## src/sv/wct_pkg.sv

```systemverilog
// Shared types, constants and helpers for the weighted choice table.
// Used by the controller, the datapath and the top level.
package wct_pkg;

   localparam int KEY_W    = 8;
   localparam int TAG_W    = 8;
   localparam int CHANCE_W = 17;

   localparam logic [CHANCE_W-1:0] LIMIT_CUM = 17'd99999;
   localparam logic [CHANCE_W-1:0] FULL_CUM  = 17'd100000;

   localparam logic [1:0] CMD_ADD  = 2'd0;
   localparam logic [1:0] CMD_EDIT = 2'd1;
   localparam logic [1:0] CMD_DRAW = 2'd2;
   localparam logic [1:0] CMD_NONE = 2'd3;

   localparam logic [1:0] STATUS_DONE    = 2'd0;
   localparam logic [1:0] STATUS_REFUSED = 2'd1;
   localparam logic [1:0] STATUS_MISS    = 2'd2;

   typedef struct packed {
      logic [KEY_W-1:0]    key;
      logic [TAG_W-1:0]    tag;
      logic [CHANCE_W-1:0] chance;
      logic [CHANCE_W-1:0] cum;
   } wct_entry_type;

   localparam int ENTRY_W = $bits(wct_entry_type);

   typedef enum logic [3:0] {
      OP_NONE      = 4'd0,
      OP_ADD       = 4'd1,
      OP_SCAN_RD   = 4'd2,
      OP_SCAN_CHK  = 4'd3,
      OP_SHIFT_RD  = 4'd4,
      OP_SHIFT_WR  = 4'd5,
      OP_FINAL     = 4'd6,
      OP_PROBE_RD  = 4'd7,
      OP_PROBE_CHK = 4'd8,
      OP_PREV_RD   = 4'd9,
      OP_PREV_CHK  = 4'd10
   } wct_op_type;

   typedef struct packed {
      wct_op_type op;
      logic       latch;
      logic       load_rsp;
   } wct_cmd_type;

   typedef struct packed {
      logic [1:0] command;
      logic       count_zero;
      logic       add_ok;
      logic       match;
      logic       idx_last;
      logic       probe_ge;
      logic       c_zero;
      logic       probe_more;
      logic       prev_lt;
      logic       prev_more;
   } wct_stat_type;

   // Store sums above the limit as a full 100 percent.
   function automatic logic [CHANCE_W-1:0] clamp_cum(input logic [CHANCE_W:0] sum);
      if (sum > {1'b0, LIMIT_CUM}) begin
         return FULL_CUM;
      end
      return sum[CHANCE_W-1:0];
   endfunction

endpackage

```

## src/sv/wct_ram.sv

```systemverilog
// Generic single-write, single-read RAM with registered read data.
// No dependencies.
module wct_ram #(
   parameter int WIDTH = 8,
   parameter int DEPTH = 16
) (
   input  logic                     clock,
   input  logic                     wr_en,
   input  logic [$clog2(DEPTH)-1:0] wr_addr,
   input  logic [WIDTH-1:0]         wr_data,
   input  logic [$clog2(DEPTH)-1:0] rd_addr,
   output logic [WIDTH-1:0]         rd_data
);

   logic [WIDTH-1:0] mem_ff [DEPTH];
   logic [WIDTH-1:0] rd_data_ff;

   always_ff @(posedge clock) begin
      if (wr_en) begin
         mem_ff[wr_addr] <= wr_data;
      end
      rd_data_ff <= mem_ff[rd_addr];
   end

   assign rd_data = rd_data_ff;

endmodule

```

## src/sv/wct_ctrl.sv

```systemverilog
// Sequencer for the weighted choice table: add, edit scan/shift, draw search.
// Depends on wct_pkg; drives the datapath through wct_cmd_type.
module wct_ctrl import wct_pkg::*; (
   input  logic         clock,
   input  logic         reset,
   input  logic         req_tvalid,
   output logic         req_tready,
   output logic         rsp_tvalid,
   input  logic         rsp_tready,
   input  wct_stat_type stat,
   output wct_cmd_type  cmd
);

   typedef enum logic [12:0] {
      S_IDLE      = 13'b0000000000001,
      S_DECODE    = 13'b0000000000010,
      S_ADD       = 13'b0000000000100,
      S_SCAN_RD   = 13'b0000000001000,
      S_SCAN_CHK  = 13'b0000000010000,
      S_SHIFT_RD  = 13'b0000000100000,
      S_SHIFT_WR  = 13'b0000001000000,
      S_FINAL     = 13'b0000010000000,
      S_PROBE_RD  = 13'b0000100000000,
      S_PROBE_CHK = 13'b0001000000000,
      S_PREV_RD   = 13'b0010000000000,
      S_PREV_CHK  = 13'b0100000000000,
      S_DONE      = 13'b1000000000000
   } state_type;

   state_type state_ff, state_in;
   logic      rsp_valid_ff, rsp_valid_in;
   logic      load_rsp;

   always_comb begin
      state_in  = state_ff;
      cmd.op    = OP_NONE;
      cmd.latch = req_tvalid && (state_ff == S_IDLE);
      load_rsp  = 1'b0;
      unique case (state_ff)
         S_IDLE: begin
            if (req_tvalid) begin
               state_in = S_DECODE;
            end
         end
         S_DECODE: begin
            unique case (stat.command)
               CMD_ADD:  state_in = S_ADD;
               CMD_EDIT: state_in = stat.count_zero ? S_ADD : S_SCAN_RD;
               CMD_DRAW: state_in = stat.count_zero ? S_DONE : S_PROBE_RD;
               CMD_NONE: state_in = S_DONE;
            endcase
         end
         S_ADD: begin
            cmd.op   = OP_ADD;
            state_in = S_DONE;
         end
         S_SCAN_RD: begin
            cmd.op   = OP_SCAN_RD;
            state_in = S_SCAN_CHK;
         end
         S_SCAN_CHK: begin
            cmd.op = OP_SCAN_CHK;
            if (stat.match) begin
               state_in = stat.idx_last ? S_FINAL : S_SHIFT_RD;
            end else begin
               // no match here: scan on, or fall back to an add after the last entry
               state_in = stat.idx_last ? S_ADD : S_SCAN_RD;
            end
         end
         S_SHIFT_RD: begin
            cmd.op   = OP_SHIFT_RD;
            state_in = S_SHIFT_WR;
         end
         S_SHIFT_WR: begin
            cmd.op   = OP_SHIFT_WR;
            state_in = stat.idx_last ? S_FINAL : S_SHIFT_RD;
         end
         S_FINAL: begin
            cmd.op   = OP_FINAL;
            state_in = S_DONE;
         end
         S_PROBE_RD: begin
            cmd.op   = OP_PROBE_RD;
            state_in = S_PROBE_CHK;
         end
         S_PROBE_CHK: begin
            cmd.op = OP_PROBE_CHK;
            if (stat.probe_ge) begin
               state_in = stat.c_zero ? S_DONE : S_PREV_RD;
            end else begin
               state_in = stat.probe_more ? S_PROBE_RD : S_DONE;
            end
         end
         S_PREV_RD: begin
            cmd.op   = OP_PREV_RD;
            state_in = S_PREV_CHK;
         end
         S_PREV_CHK: begin
            cmd.op = OP_PREV_CHK;
            if (stat.prev_lt) begin
               state_in = S_DONE;
            end else begin
               state_in = stat.prev_more ? S_PROBE_RD : S_DONE;
            end
         end
         S_DONE: begin
            // hold the result until the output register is free
            if (!rsp_valid_ff || rsp_tready) begin
               load_rsp = 1'b1;
               state_in = S_IDLE;
            end
         end
         default: begin
            state_in = S_IDLE;
         end
      endcase
      cmd.load_rsp = load_rsp;
   end

   assign req_tready   = (state_ff == S_IDLE);
   assign rsp_valid_in = load_rsp ? 1'b1 : (rsp_tready ? 1'b0 : rsp_valid_ff);
   assign rsp_tvalid   = rsp_valid_ff;

   always_ff @(posedge clock) begin
      if (reset) begin
         state_ff     <= S_IDLE;
         rsp_valid_ff <= 1'b0;
      end else begin
         state_ff     <= state_in;
         rsp_valid_ff <= rsp_valid_in;
      end
   end

   a_accept_decodes: assert property (@(posedge clock) disable iff (reset)
      (req_tvalid && req_tready) |=> (state_ff == S_DECODE))
      else $error("accepted transaction did not advance to decode");

endmodule

```

## src/sv/wct_dpath.sv

```systemverilog
// Datapath of the weighted choice table: entry RAM, counters, search bounds,
// result and output registers. Depends on wct_pkg and wct_ram.
module wct_dpath import wct_pkg::*; #(
   parameter int DEPTH = 16
) (
   input  logic                clock,
   input  logic                reset,
   input  wct_cmd_type         cmd,
   output wct_stat_type        stat,
   input  logic [1:0]          in_command,
   input  logic [KEY_W-1:0]    in_key,
   input  logic [TAG_W-1:0]    in_tag,
   input  logic [CHANCE_W-1:0] in_chance,
   input  logic [CHANCE_W-1:0] in_point,
   output logic [1:0]          out_status,
   output logic [KEY_W-1:0]    out_key,
   output logic [TAG_W-1:0]    out_tag,
   output logic                out_found
);

   localparam int AW = $clog2(DEPTH);
   localparam int CW = $clog2(DEPTH + 1);
   localparam logic [CW-1:0] DEPTH_C = CW'(DEPTH);

   // request registers
   logic [1:0]          command_ff;
   logic [KEY_W-1:0]    key_ff;
   logic [TAG_W-1:0]    tag_ff;
   logic [CHANCE_W-1:0] chance_ff, point_ff;

   // table state
   logic [CW-1:0]       count_ff, count_in;
   logic [CHANCE_W-1:0] last_cum_ff, last_cum_in;

   // edit and draw working registers
   logic [CW-1:0]       idx_ff, idx_in;
   logic [CHANCE_W-1:0] base_ff, base_in;
   logic [CHANCE_W-1:0] old_ff, old_in;
   logic [TAG_W-1:0]    mtag_ff, mtag_in;
   logic [CW-1:0]       first_ff, first_in;
   logic [CW-1:0]       last1_ff, last1_in;
   logic [CW-1:0]       c_ff, c_in;
   logic [KEY_W-1:0]    hit_key_ff, hit_key_in;
   logic [TAG_W-1:0]    hit_tag_ff, hit_tag_in;

   // pending result and output register
   logic [1:0]          res_status_ff, res_status_in;
   logic [KEY_W-1:0]    res_key_ff, res_key_in;
   logic [TAG_W-1:0]    res_tag_ff, res_tag_in;
   logic                res_found_ff, res_found_in;
   logic [1:0]          rsp_status_ff;
   logic [KEY_W-1:0]    rsp_key_ff;
   logic [TAG_W-1:0]    rsp_tag_ff;
   logic                rsp_found_ff;

   // RAM port
   logic                wr_en;
   logic [AW-1:0]       wr_addr, rd_addr;
   wct_entry_type       wr_entry, rd_entry;
   logic [ENTRY_W-1:0]  rd_word;

   logic [CW-1:0]       idx_inc, c_probe, c_inc;
   logic [CHANCE_W-1:0] add_cum, final_cum, passed_cum;
   logic                add_ok;

   assign idx_inc    = CW'(idx_ff + 1'b1);
   assign c_inc      = CW'(c_ff + 1'b1);
   assign c_probe    = CW'(first_ff + ((CW'(last1_ff - first_ff - 1'b1)) >> 1));
   assign add_ok     = (count_ff < DEPTH_C) && (last_cum_ff <= LIMIT_CUM);
   assign add_cum    = clamp_cum({1'b0, last_cum_ff} + {1'b0, chance_ff});
   assign final_cum  = clamp_cum({1'b0, base_ff} + {1'b0, chance_ff});
   assign passed_cum = (rd_entry.cum > old_ff) ? (rd_entry.cum - old_ff) : '0;
   assign rd_entry   = wct_entry_type'(rd_word);

   assign stat.command    = command_ff;
   assign stat.count_zero = (count_ff == '0);
   assign stat.add_ok     = add_ok;
   assign stat.match      = (rd_entry.key == key_ff);
   assign stat.idx_last   = (idx_inc == count_ff);
   assign stat.probe_ge   = (rd_entry.cum >= point_ff);
   assign stat.c_zero     = (c_ff == '0);
   assign stat.probe_more = (last1_ff > c_inc);
   assign stat.prev_lt    = (rd_entry.cum < point_ff);
   assign stat.prev_more  = (c_ff > first_ff);

   always_comb begin
      count_in      = count_ff;
      last_cum_in   = last_cum_ff;
      idx_in        = idx_ff;
      base_in       = base_ff;
      old_in        = old_ff;
      mtag_in       = mtag_ff;
      first_in      = first_ff;
      last1_in      = last1_ff;
      c_in          = c_ff;
      hit_key_in    = hit_key_ff;
      hit_tag_in    = hit_tag_ff;
      res_status_in = res_status_ff;
      res_key_in    = res_key_ff;
      res_tag_in    = res_tag_ff;
      res_found_in  = res_found_ff;
      wr_en         = 1'b0;
      wr_addr       = count_ff[AW-1:0];
      wr_entry      = '{key: key_ff, tag: tag_ff, chance: chance_ff, cum: add_cum};
      rd_addr       = idx_ff[AW-1:0];

      if (cmd.latch) begin
         idx_in        = '0;
         base_in       = '0;
         first_in      = '0;
         last1_in      = count_ff;
         // a draw reports a miss unless the search hits
         res_status_in = (in_command == CMD_DRAW) ? STATUS_MISS : STATUS_DONE;
         res_key_in    = '0;
         res_tag_in    = '0;
         res_found_in  = 1'b0;
      end

      unique case (cmd.op)
         OP_NONE: begin
         end
         OP_ADD: begin
            if (add_ok) begin
               wr_en         = 1'b1;
               count_in      = CW'(count_ff + 1'b1);
               last_cum_in   = add_cum;
               res_status_in = STATUS_DONE;
            end else begin
               res_status_in = STATUS_REFUSED;
            end
         end
         OP_SCAN_RD: begin
            rd_addr = idx_ff[AW-1:0];
         end
         OP_SCAN_CHK: begin
            idx_in = idx_inc;
            if (rd_entry.key == key_ff) begin
               old_in  = rd_entry.chance;
               mtag_in = rd_entry.tag;
            end else begin
               base_in = rd_entry.cum;
            end
         end
         OP_SHIFT_RD: begin
            rd_addr = idx_ff[AW-1:0];
         end
         OP_SHIFT_WR: begin
            wr_en    = 1'b1;
            wr_addr  = AW'(idx_ff - 1'b1);
            wr_entry = '{key: rd_entry.key, tag: rd_entry.tag,
                         chance: rd_entry.chance, cum: passed_cum};
            base_in  = passed_cum;
            idx_in   = idx_inc;
         end
         OP_FINAL: begin
            wr_en        = 1'b1;
            wr_addr      = AW'(count_ff - 1'b1);
            wr_entry     = '{key: key_ff, tag: mtag_ff, chance: chance_ff, cum: final_cum};
            last_cum_in  = final_cum;
            res_found_in = 1'b1;
         end
         OP_PROBE_RD: begin
            c_in    = c_probe;
            rd_addr = c_probe[AW-1:0];
         end
         OP_PROBE_CHK: begin
            if (rd_entry.cum >= point_ff) begin
               hit_key_in = rd_entry.key;
               hit_tag_in = rd_entry.tag;
               if (c_ff == '0) begin
                  res_status_in = STATUS_DONE;
                  res_key_in    = rd_entry.key;
                  res_tag_in    = rd_entry.tag;
               end
            end else begin
               first_in = c_inc;
            end
         end
         OP_PREV_RD: begin
            rd_addr = AW'(c_ff - 1'b1);
         end
         OP_PREV_CHK: begin
            if (rd_entry.cum < point_ff) begin
               res_status_in = STATUS_DONE;
               res_key_in    = hit_key_ff;
               res_tag_in    = hit_tag_ff;
            end else begin
               last1_in = c_ff;
            end
         end
         default: begin
         end
      endcase
   end

   wct_ram #(
      .WIDTH (ENTRY_W),
      .DEPTH (DEPTH)
   ) u_ram (
      .clock   (clock),
      .wr_en   (wr_en),
      .wr_addr (wr_addr),
      .wr_data (wr_entry),
      .rd_addr (rd_addr),
      .rd_data (rd_word)
   );

   always_ff @(posedge clock) begin
      if (reset) begin
         count_ff    <= '0;
         last_cum_ff <= '0;
      end else begin
         count_ff    <= count_in;
         last_cum_ff <= last_cum_in;
      end
   end

   always_ff @(posedge clock) begin
      if (cmd.latch) begin
         command_ff <= in_command;
         key_ff     <= in_key;
         tag_ff     <= in_tag;
         chance_ff  <= in_chance;
         point_ff   <= in_point;
      end
      idx_ff        <= idx_in;
      base_ff       <= base_in;
      old_ff        <= old_in;
      mtag_ff       <= mtag_in;
      first_ff      <= first_in;
      last1_ff      <= last1_in;
      c_ff          <= c_in;
      hit_key_ff    <= hit_key_in;
      hit_tag_ff    <= hit_tag_in;
      res_status_ff <= res_status_in;
      res_key_ff    <= res_key_in;
      res_tag_ff    <= res_tag_in;
      res_found_ff  <= res_found_in;
      if (cmd.load_rsp) begin
         rsp_status_ff <= res_status_ff;
         rsp_key_ff    <= res_key_ff;
         rsp_tag_ff    <= res_tag_ff;
         rsp_found_ff  <= res_found_ff;
      end
   end

   assign out_status = rsp_status_ff;
   assign out_key    = rsp_key_ff;
   assign out_tag    = rsp_tag_ff;
   assign out_found  = rsp_found_ff;

   a_count_bound: assert property (@(posedge clock) disable iff (reset)
      count_ff <= DEPTH_C)
      else $error("entry count above table depth");

   a_total_bound: assert property (@(posedge clock) disable iff (reset)
      last_cum_ff <= FULL_CUM)
      else $error("last cumulative value above full scale");

   a_empty_total: assert property (@(posedge clock) disable iff (reset)
      (count_ff == '0) |-> (last_cum_ff == '0))
      else $error("empty table with nonzero total");

   a_add_grows: assert property (@(posedge clock) disable iff (reset)
      (cmd.op == OP_ADD && add_ok) |=> (count_ff == CW'($past(count_ff) + 1'b1)))
      else $error("accepted add did not grow the table");

endmodule

```

## src/sv/weighted_choice_table.sv

```systemverilog
// Top level of the weighted choice table: stream ports, controller, datapath.
// Depends on wct_pkg, wct_ctrl, wct_dpath (and wct_ram inside the datapath).
//
//   channel | direction | tdata fields (low first)                | tuser
//   req     | in        | entry_key, entry_tag, chance, random_value | command
//   rsp     | out       | selected_key, selected_tag                  | status, edit_found
//
// Per transaction: an add writes one entry at the end; an edit reads and checks
// entry by entry through the single RAM read port for the key scan, then moves
// each later entry down for the shift; a draw halves the range per search step,
// reading a probe and, on a hit, the entry before it, each registered RAM read checked in its own state.
// Reset clears the entry count and the running total; the RAM is not cleared.
// A finished result waits in the output register while the next transaction
// is accepted; the block starts a new one only after the previous result is loaded.
module weighted_choice_table import wct_pkg::*; #(
   parameter int TABLE_DEPTH = 16
) (
   input  logic        clock,
   input  logic        reset,
   input  logic        req_tvalid,
   output logic        req_tready,
   // [7:0] entry_key, [15:8] entry_tag, [32:16] chance, [49:33] random_value
   input  logic [55:0] req_tdata,
   // [1:0] command
   input  logic [1:0]  req_tuser,
   output logic        rsp_tvalid,
   input  logic        rsp_tready,
   // [7:0] selected_key, [15:8] selected_tag
   output logic [15:0] rsp_tdata,
   // [1:0] status, [2] edit_found
   output logic [2:0]  rsp_tuser
);

   wct_cmd_type  cmd;
   wct_stat_type stat;

   wct_ctrl u_ctrl (
      .clock      (clock),
      .reset      (reset),
      .req_tvalid (req_tvalid),
      .req_tready (req_tready),
      .rsp_tvalid (rsp_tvalid),
      .rsp_tready (rsp_tready),
      .stat       (stat),
      .cmd        (cmd)
   );

   wct_dpath #(
      .DEPTH (TABLE_DEPTH)
   ) u_dpath (
      .clock      (clock),
      .reset      (reset),
      .cmd        (cmd),
      .stat       (stat),
      .in_command (req_tuser),
      .in_key     (req_tdata[7:0]),
      .in_tag     (req_tdata[15:8]),
      .in_chance  (req_tdata[32:16]),
      .in_point   (req_tdata[49:33]),
      .out_status (rsp_tuser[1:0]),
      .out_key    (rsp_tdata[7:0]),
      .out_tag    (rsp_tdata[15:8]),
      .out_found  (rsp_tuser[2])
   );

endmodule
```

## config.mk

```make
export PLATFORM = sky130hd
export DESIGN_NAME = weighted_choice_table
export DESIGN_NICKNAME = d
export VERILOG_FILES = /design/src/sv/wct_pkg.sv /design/src/sv/wct_ram.sv /design/src/sv/wct_ctrl.sv /design/src/sv/wct_dpath.sv /design/src/sv/weighted_choice_table.sv
export SDC_FILE = /design/constraint.sdc
export NUM_CORES = 2
export LEC_CHECK = 0
export ABC_CLOCK_PERIOD_IN_PS = 8100
export BUFFER_PORTS_ARGS = -buffer_cell sky130_fd_sc_hd__buf_2
export CAP_MARGIN = 20
export CELL_PAD_IN_SITES_DETAIL_PLACEMENT = 0
export CELL_PAD_IN_SITES_GLOBAL_PLACEMENT = 1
export CORE_ASPECT_RATIO = 0.9
export CORE_MARGIN = 4
export CORE_UTILIZATION = 35
export CTS_CLUSTER_SIZE = 8
export DETAILED_ROUTE_END_ITERATION = 10
export GPL_TIMING_DRIVEN = 0
export PLACE_DENSITY = 0.52
export SLEW_MARGIN = 20
export SYNTH_ARGS = -nofsm -noshare
export SYNTH_HDL_FRONTEND = slang
export SYNTH_SLANG_ARGS = --single-unit
```

## constraint.sdc

```tcl
create_clock -name clock -period 8.1 [get_ports clock]
set_input_delay 2.025 -clock clock [delete_from_list [all_inputs] [get_ports clock]]
set_output_delay 2.025 -clock clock [all_outputs]
set_load 0.02 [all_outputs]
```

==> summary.md <==
| Metric | Value |
|---|---|
| Post-synth top cells | edfxtp_1 (922), mux2i_1 (408), nand2_1 (208) |
| Clock root cell | clkbuf_16 |
| Global-route wire length before repair | 190,000 um |
| Reg area | 0.0303 sq mm |
| Seq pwr share | 0.477 |
| Worst hold path class | reg2reg |
| Int Pwr | ~9.8 mW |
| Ys flop type | edfxtp_1 |
| Area of the multi-input gates | 0.0137 sq mm |
| Count leader, synth | edfxtp_1 |
| Clk pwr share | 0.460 |
| Kind of critical path | reg2out |
| CTS Buf Count | 151 |
| Leading area contributor after synthesis | edfxtp_1 |
| Min Hold Slack | about 0.42 ns |
| Placed cell area | 0.0489 sq mm |
| Detail Placement HPWL | 94,300 um |
| Max FO, Critical Path | 6 |
| Setup bufs post-CTS | 0 |
| Design area | 0.0534 sq mm |
| Initial antenna violation count | 6 |
| Initial DRC Count | 1,966 |
| Hold buffer count at cts | 0 |
| GRT overflow | 0 |
| PwrDens | about 240 mW/mm^2 |
| Relative slew slack | 0.168 |
| Post-Route Utilization | 0.419 |
| Clock Skews | 0.0233 ns |
| Final setup viols | 0 |
| DRC viols | 0 |
| Comb power frac | 0.063 |
| Count of nets after finishing | 3,547 |
| RSZ-0062 raised after global routing | no |
| Max VDD drop | 224 uV |
| Final cell count without fillers | between 5,000 and 6,000 |
| Highest clock rate | 202 MHz |
| Final WL | 132,000 um |
| Fill count | 11,600 |
| Clock sinks | 1,054 |
| Initial Utilization | 0.353 |
| Synth area leaders | edfxtp_1 (62%), mux2i_1 (9.1%), dfxtp_1 (5.9%), ha_1 (2.6%), mux2_1 (1.9%) |
| Reg clk slew, reported paths | 0.05 ns |
| Vias in the first global route | ~27,000 |
| Clock Latency Late Sink | between 0.7 and 0.8 ns |
| Seq/Total Area, Yosys | 0.675 |
| Global-route usage over all layers | 0.195 |
| I/O pins | 83 |
| Synth top area share | 0.616 |
| H-Tree Depth | 4 |
| Max-slew violations | 0 |
| Total iterations of the first detailed-routing run | 5 |
| Flops & latches, synth | 1,054 |
| Synthesized Nets | 3,261 |
| Crit. End Element | output pin |
| GR Util met3 | 0.0284 |
| Row count | 124 |
| YS warnings | 0 |
| Pin count of the biggest net entering global routing | 33 |
| Mapped Area | 0.0450 sq mm |
| Synth-to-Final Area Change | 18.7% |
| Slew @ Worst Pin | between 1 and 1.5 ns |
| Post-CTS resize count | 0 |
| Net Sw Frac | 0.231 |
| Post-Syn Instances | 3,102 |
| Cell variety after synth | 89 |
| Net Sw Power | 2.95 mW |
| Vias/cell | 5.19 |
| Maxcap violations | 0 |
| Max clock buf depth | 3 |
| Routed len/inst | 25.5 um |
| Post-synth EDFFs | 922 |
| Met1 Resource Use GR | 0.279 |
| Final Hold Viols | 0 |
| CTS tree | done |
| IO buf count | 75 |
| Slowest-stage cell, CP | or4_4 |
| Core ar. | 0.127 sq mm |
| Diode count | 0 |
| Status | finished clean |
| Arrival @ worst endpoint | 2.93 ns |
| Met2 Use GR | 0.312 |
| Worst-path cell chain | or4_4, nor2_2, nand2_1, or4_1, nor3b_2, buf_2 |
| Die Y-Extent | between 300 and 400 um |
| Final GP Congestion | 0.872 |
| Post-DRT Antenna Nets | 0 |
| Die X | a little under 400 um |
| Crit-path max cell delay | ~0.6 ns |
| Inst Count DP | between 4,000 and 5,000 |
| Final min period | ~5 ns |
| Post-Route Setup TNS | 0 ns |
| Die area | 0.134 sq mm |
| Worst Path Required | approximately 6 ns |
| Crit path launch type | flip-flop |
| Vias | 26,900 |
| Post-synthesis area per instance | approximately 14 sq um |
| Layout cells sized above 1 | 0.132 |
| Period utilisation layout | 0.612 |
| Asr flop ratio synth | 0 |
| GRT busiest layer | met2 |
| Leak pwr | 18.5 nW |
-- cell type report --
cell class,count,area share
clock buffers,234,0.0790
flip-flops and latches,1054,0.568
repair buffers,133,0.0321
clock inverters,13,0.00385
well taps,1701,0.0399
inverters,74,0.00525
plain buffers,155,0.0148
multi-input cells,1819,0.257
-- cell families after synthesis --
group	Yosys count	synth area share
DFF	1054	0.675
and+or+nand+nor	608	0.0638
AOI/OAI and AO/OA	536	0.0802
muxes	510	0.117
buffers and inverters	229	0.0237
adders and majority gates	97	0.0278
xor gates and xnor gates	68	0.0132
-- registers in the layout, indices dropped and copies added (netlist names), 8 cells and up --
signal / count
u_ctrl.state_ff: 13
u_dpath.base_ff: 17
u_dpath.chance_ff: 17
u_dpath.hit_key_ff: 8
u_dpath.hit_tag_ff: 8
u_dpath.key_ff: 8
u_dpath.last_cum_ff: 17
u_dpath.mtag_ff: 8
u_dpath.old_ff: 17
u_dpath.out_key: 8
u_dpath.out_tag: 8
u_dpath.point_ff: 17
u_dpath.res_key_ff: 8
u_dpath.res_tag_ff: 8
u_dpath.tag_ff: 8
u_dpath.u_ram.mem_ff: 800
u_dpath.u_ram.rd_data: 50
-- cell usage in the layout, fill, tap and decap left out, types with 14 or more instances in the layout --
cell type and count:
buf_4 40, mux2_2 24, clkbuf_16 155, a31oi_1 19, nand2_1 208, mux2i_1 408, nand3_1 51, clkbuf_1 142
mux2_1 77, nor2_4 16, xor2_1 27, nand4_1 21, a21o_1 25, dfxtp_1 132, nor2_1 176, ha_1 92
o211ai_1 14, inv_1 73, nor3_1 15, edfxtp_1 922, o21ai_0 49, buf_16 35, a21oi_1 168, nand2b_1 14
o221ai_1 51, buf_12 15, a22oi_1 92, xnor2_1 41, buf_2 115
-- worst max-delay path, delay by kind of cell (launching register included) --
kind          cells  cell delay (ns)
buf+inv           1             0.23
flops             1             0.37
simple gates      5             1.58
-- power by group through the flow --
stage / clock network, mW / registers, mW / logic (mW)
after floorplan: 0 / 6.13 / 0.520
after global placement: 0 / 6.20 / 0.791
after detailed placement: 0 / 6.19 / 0.811
after CTS: 6.04 / 6.09 / 0.815
after global routing: 6.27 / 6.09 / 0.881
final: 5.88 / 6.09 / 0.809
-- final timing paths --
kind	startpoint	end	slack [ns]	cells after the start
setup / recovery	u_ctrl.state_ff[5]	req_tready	3.14	6
hold / removal	u_dpath.res_key_ff[0]	u_dpath.out_key[0]	0.42	0
setup reg to reg	u_ctrl.state_ff[4]	u_dpath.u_ram.mem_ff[1][33]	3.14	12
hold reg to reg	u_dpath.res_key_ff[0]	u_dpath.out_key[0]	0.42	0
-- stage by stage --
step	power (mW)	worst slack, ns
floorplan	6.65	2.95
global placement	6.99	-0.681
detailed placement	7.00	3.09
CTS	12.9	3.07
global route	13.2	2.80
finish	12.8	3.14
-- metal layers --
metal,part of all wire,vias up
met1,0.48,13700
met5,0,-
met3,0.041,159
met2,0.46,574
met4,0.020,0
li1,-,12500
(Power assumes the default switching activity.)
